## src/design/cimr_pkg.sv

```systemverilog
// ----------------------------------------------------------------------------
// cimr_pkg
// Shared widths, register indexes, status codes and pipeline types for the
// camera intrinsics remapper.
// ----------------------------------------------------------------------------
package cimr_pkg;

  localparam int FRAC_BITS  = 16;
  localparam int SIZE_BITS  = 14;
  localparam int DATA_W     = 32;
  localparam int NUM_W      = 48;
  localparam int DEN_W      = SIZE_BITS + 1;
  localparam int K_W        = 5;
  localparam int SQ_W       = 2 * SIZE_BITS + 1;
  localparam int CMP_W      = 4 * SIZE_BITS + 1;
  localparam int NK         = 2 * SIZE_BITS;
  localparam int DIV_STEPS  = 4;
  localparam int DIV_STAGES = DATA_W / DIV_STEPS;
  localparam int DIV_LAT    = DIV_STAGES + 2;
  localparam int FRONT      = 6;
  localparam int TAIL       = 3 * DIV_LAT;

  typedef logic [2:0] reg_idx_t;
  localparam reg_idx_t REG_SENSOR_WIDTH  = 3'd0;
  localparam reg_idx_t REG_SENSOR_HEIGHT = 3'd1;
  localparam reg_idx_t REG_ISP_WIDTH     = 3'd2;
  localparam reg_idx_t REG_ISP_HEIGHT    = 3'd3;
  localparam reg_idx_t REG_OUT_WIDTH     = 3'd4;
  localparam reg_idx_t REG_OUT_HEIGHT    = 3'd5;
  localparam reg_idx_t REG_CROP_MODE     = 3'd6;

  typedef enum logic [1:0] {
    ST_OK     = 2'd0,
    ST_UNSET  = 2'd1,
    ST_EXCEED = 2'd2
  } status_t;

  typedef struct packed {
    logic signed [DATA_W-1:0] fx;
    logic signed [DATA_W-1:0] fy;
    logic signed [DATA_W-1:0] cx;
    logic signed [DATA_W-1:0] cy;
    logic [SIZE_BITS-1:0]     cw;
    logic [SIZE_BITS-1:0]     ch;
  } item_t;

  typedef struct packed {
    logic                  valid;
    logic signed [K_W-1:0] k;
  } side_t;

endpackage

```

## src/design/cimr_div.sv

```systemverilog
// ----------------------------------------------------------------------------
// cimr_div
// Pipelined signed divide by an unsigned divisor, rounded to nearest with
// ties away from zero, saturated to 32 bits. Four quotient bits per stage.
// ----------------------------------------------------------------------------
module cimr_div import cimr_pkg::*; (
  input  logic                     clk,
  input  logic                     en,
  input  logic [NUM_W-1:0]         num,
  input  logic [DEN_W-1:0]         den,
  output logic signed [DATA_W-1:0] quo
);

  logic [DEN_W-1:0]  rem  [0:DIV_STAGES];
  logic [DATA_W-1:0] w    [0:DIV_STAGES];
  logic [DEN_W-1:0]  d    [0:DIV_STAGES];
  logic              sgn  [0:DIV_STAGES];
  logic              ovf  [0:DIV_STAGES];

  logic [NUM_W-1:0]  mag;
  logic [NUM_W-1:0]  magr;
  logic [NUM_W-DATA_W-1:0] hi;

  always_comb begin
    mag  = num[NUM_W-1] ? (~num + NUM_W'(1)) : num;
    magr = mag + NUM_W'(den >> 1);
    hi   = magr[NUM_W-1:DATA_W];
  end

  always_ff @(posedge clk) begin
    if (en) begin
      rem[0] <= hi[DEN_W-1:0];
      w[0]   <= magr[DATA_W-1:0];
      d[0]   <= den;
      sgn[0] <= num[NUM_W-1];
      ovf[0] <= (hi >= (NUM_W-DATA_W)'(den));
    end
  end

  for (genvar s = 1; s <= DIV_STAGES; s++) begin : g_stage
    logic [DEN_W-1:0]  r_out;
    logic [DATA_W-1:0] w_out;

    always_comb begin
      logic [DEN_W:0] r;
      r_out = rem[s-1];
      w_out = w[s-1];
      for (int i = 0; i < DIV_STEPS; i++) begin
        r     = {r_out, w_out[DATA_W-1]};
        w_out = {w_out[DATA_W-2:0], 1'b0};
        if (r >= {1'b0, d[s-1]}) begin
          r        = r - {1'b0, d[s-1]};
          w_out[0] = 1'b1;
        end
        r_out = r[DEN_W-1:0];
      end
    end

    always_ff @(posedge clk) begin
      if (en) begin
        rem[s] <= r_out;
        w[s]   <= w_out;
        d[s]   <= d[s-1];
        sgn[s] <= sgn[s-1];
        ovf[s] <= ovf[s-1];
      end
    end
  end

  logic [DATA_W-1:0] q;
  logic signed [DATA_W-1:0] quo_next;

  always_comb begin
    q = w[DIV_STAGES];
    if (!sgn[DIV_STAGES]) begin
      if (ovf[DIV_STAGES] || q[DATA_W-1]) begin
        quo_next = {1'b0, {(DATA_W-1){1'b1}}};
      end else begin
        quo_next = $signed(q);
      end
    end else begin
      if (ovf[DIV_STAGES] || (q[DATA_W-1] && |q[DATA_W-2:0])) begin
        quo_next = {1'b1, {(DATA_W-1){1'b0}}};
      end else begin
        quo_next = $signed(~q + DATA_W'(1));
      end
    end
  end

  always_ff @(posedge clk) begin
    if (en) begin
      quo <= quo_next;
    end
  end

endmodule
```

## config.mk

```make
export PLATFORM = sky130hd
export DESIGN_NAME = cimr_div
export DESIGN_NICKNAME = d
export VERILOG_FILES = /design/src/design/cimr_pkg.sv /design/src/design/cimr_div.sv
export SDC_FILE = /design/constraint.sdc
export NUM_CORES = 2
export LEC_CHECK = 0
export BUFFER_PORTS_ARGS = -buffer_cell sky130_fd_sc_hd__buf_2
export CAP_MARGIN = 0
export CORE_UTILIZATION = 70
export CTS_CLUSTER_DIAMETER = 150
export CTS_CLUSTER_SIZE = 24
export DETAILED_ROUTE_END_ITERATION = 10
export PLACE_DENSITY = 0.95
export SLEW_MARGIN = 20
export SYNTH_ARGS = -nofsm -noshare
export SYNTH_HDL_FRONTEND = slang
export SYNTH_SLANG_ARGS = --single-unit
export TNS_END_PERCENT = 50
```

## constraint.sdc

```tcl
create_clock -name clk -period 26.4 [get_ports clk]
set_input_delay 1.32 -clock clk [delete_from_list [all_inputs] [get_ports clk]]
set_output_delay 1.32 -clock clk [all_outputs]
set_load 0.01 [all_outputs]
```

==> reports/results.ini <==
[yosys]
synth_area_leaders = edfxtp_1, ha_1, mux2_2, xnor2_1, a21oi_1
yosys-top-cells-count = edfxtp_1, ha_1, nor2_1
synth_nets = 5653
yosysWarnings = 0
syn_avg_cell_area_um2 = 9.71
ys.flop_type = edfxtp_1
synth.top_cell.area_share_pct = 35.4
synth_edf_count = 578
yosysSeqAreaShare_pct = 35.4
ys_types = 107
synth.most_common_cell = edfxtp_1
synthCells = 5045
async_flop_share_pct = 0
yosys.area.top_type = edfxtp_1
syn_area_um2 = 49000
ys_ff_latch = 578

[cells_and_area]
fin_nets = 5701
syn2layout_area_growth_pct = 4.47
drive_gt1_share_pct = 9.23
fin_cells = 6027
fin_util_pct = 74.2

[sta]
max_slew_margin_pct = 22.4
finalSetupViolCount = 0
finalSetupTns_ps = 0
rsz0062_at_grt = no
tightest_slew_ps = 1160
fin_crit_sh_pct = 49.1
hold_violations = 0
skew_ps = 26.0
fmax_ghz = 0.0772
fin_crit_ps = 12960
drv_slew = 0

[floorplanning]
fp.dieW_um = 266
initial_utilization_pct = 71.0
die_h_um = 266
core_um2 = 68900
std_cell_rows = 96
die-area_um2 = 71000
boundaryPins = 97

[outcome]
status = completed

[route]
drc = 0
vias_per_cell = 6.84
wl_per_cell_um = 20.8
wirelength_um = 126000
dr.pass1.iters = 6
vias = 41200
drt-initial-drc-count = 4260
antenna_left = 0

[clock_tree]
cts_made_buffers = 28
cts_tree = done
holdBufCountCts = 0
htree_levels = 1
root_buffer = clkbuf_16
cts_resized = 0
clock_sinks = 578
post-cts-setup-buffers = 0
clk_path_buf_depth = 3
clk_pin_slew_ps = 120
insertion_delay_ps = 630

[flow_run]
cap_violations = 0

[setup_path]
crit_required_ps = 26800
endpoint_kind = flop
crit_slowest_cell = a22o_1
crit_path_max_incr_delay_ps = 750
path_max_fanout = 28
worstSetupPathType = reg -> reg
cp.arrival_ps = 13360
crit_top_cell = nand2_1
cp-start-kind = flop

[global_routing]
grt_max_degree = 135
antenna_found_initial = 2
grt_pass1_vias = 38400
grt_use_total_pct = 34.3
grt_overflow = 0
grt_pass1_wl_um = 197000

[place]
hpwl_um = 97600
dp_cells = 5993
gp_congestion = 1.03
port_buffers = 96

[min_path]
hold_path_class = reg -> reg

[registers in the layout, indices dropped and copies added, names as in the netlist]
register and count:
w 288, rem 120, quo 32, d 120
sgn 9, ovf 9
[path summary, 6_finish.rpt]
path,startpoint,slack [ps],endpoint,depth (start not counted)
max,d[0][76],13440,rem[0][102],40
min,w[0][51],400,w[1][23],0
max reg2reg,d[0][76],13440,rem[0][102],40
min reg2reg,w[0][51],400,w[1][23],0
[layout make-up]
type	count	area [µm²]
diodes	2	5.00
clock buffers	29	704
repair buffers	120	671
clock inverters	2	46.3
well taps	931	1160
inverters	350	1310
multi-input cells	4015	29900
flip-flops and latches	578	17400
fillers	4656	17800
[routing by layer]
metal | routed length [µm] | global-route usage (%)
met5 | 13 | 0
met4 | 7260 | 17.7
met3 | 11000 | 4.58
met2 | 57300 | 55.9
met1 | 50000 | 44.6
[layout by cell type (no fill, tap or decap), types with 110 or more instances in the layout]
cell type  Yosys  routed
edfxtp_1     578     578
ha_1         511     511
nor2_1       363     363
inv_1        342     342
a21oi_1      340     340
o21ai_0      321     321
nand2_1      291     291
xnor2_1      279     279
mux2_2       220     220
nor3_1       145     145
xor2_1       127     127
a21o_1       110     110
[worst max-delay path: cells and delay by family (launching register included)]
kind | cells | cell delay (ps)
AOI/OAI and AO/OA | 22 | 6570
and+or+nand+nor | 10 | 2940
adders and majority gates | 4 | 1530
buffers and inverters | 3 | 630
DFF | 1 | 580
muxes | 1 | 440
[cell families (layout without fill, tap and decap cells)]
family / after synthesis / after routing / synth area share [%]
other cells: 0 / 2 / 0
xor+xnor: 406 / 406 / 7.26
compound gates: 1383 / 1383 / 18.7
fa+ha+maj: 543 / 543 / 14.4
mux: 266 / 266 / 6.01
flops: 578 / 578 / 35.4
simple gates: 1417 / 1417 / 14.7
buf+inv: 452 / 501 / 3.55
[per-stage QoR]
step                      worst slack [ps]  hold WS, ps  instance area, µm²
final                                13440          397               51200
after global routing                 12700          410               51200
after CTS                            13920          404               51100
after detailed placement             14010          405               50400
after global placement               14540          400               50400
after floorplan                      15520          400               49000
Power is left out: the tool's default activity adds up to more than one toggle a clock period on the data nets, which glitch-free logic cannot reach.
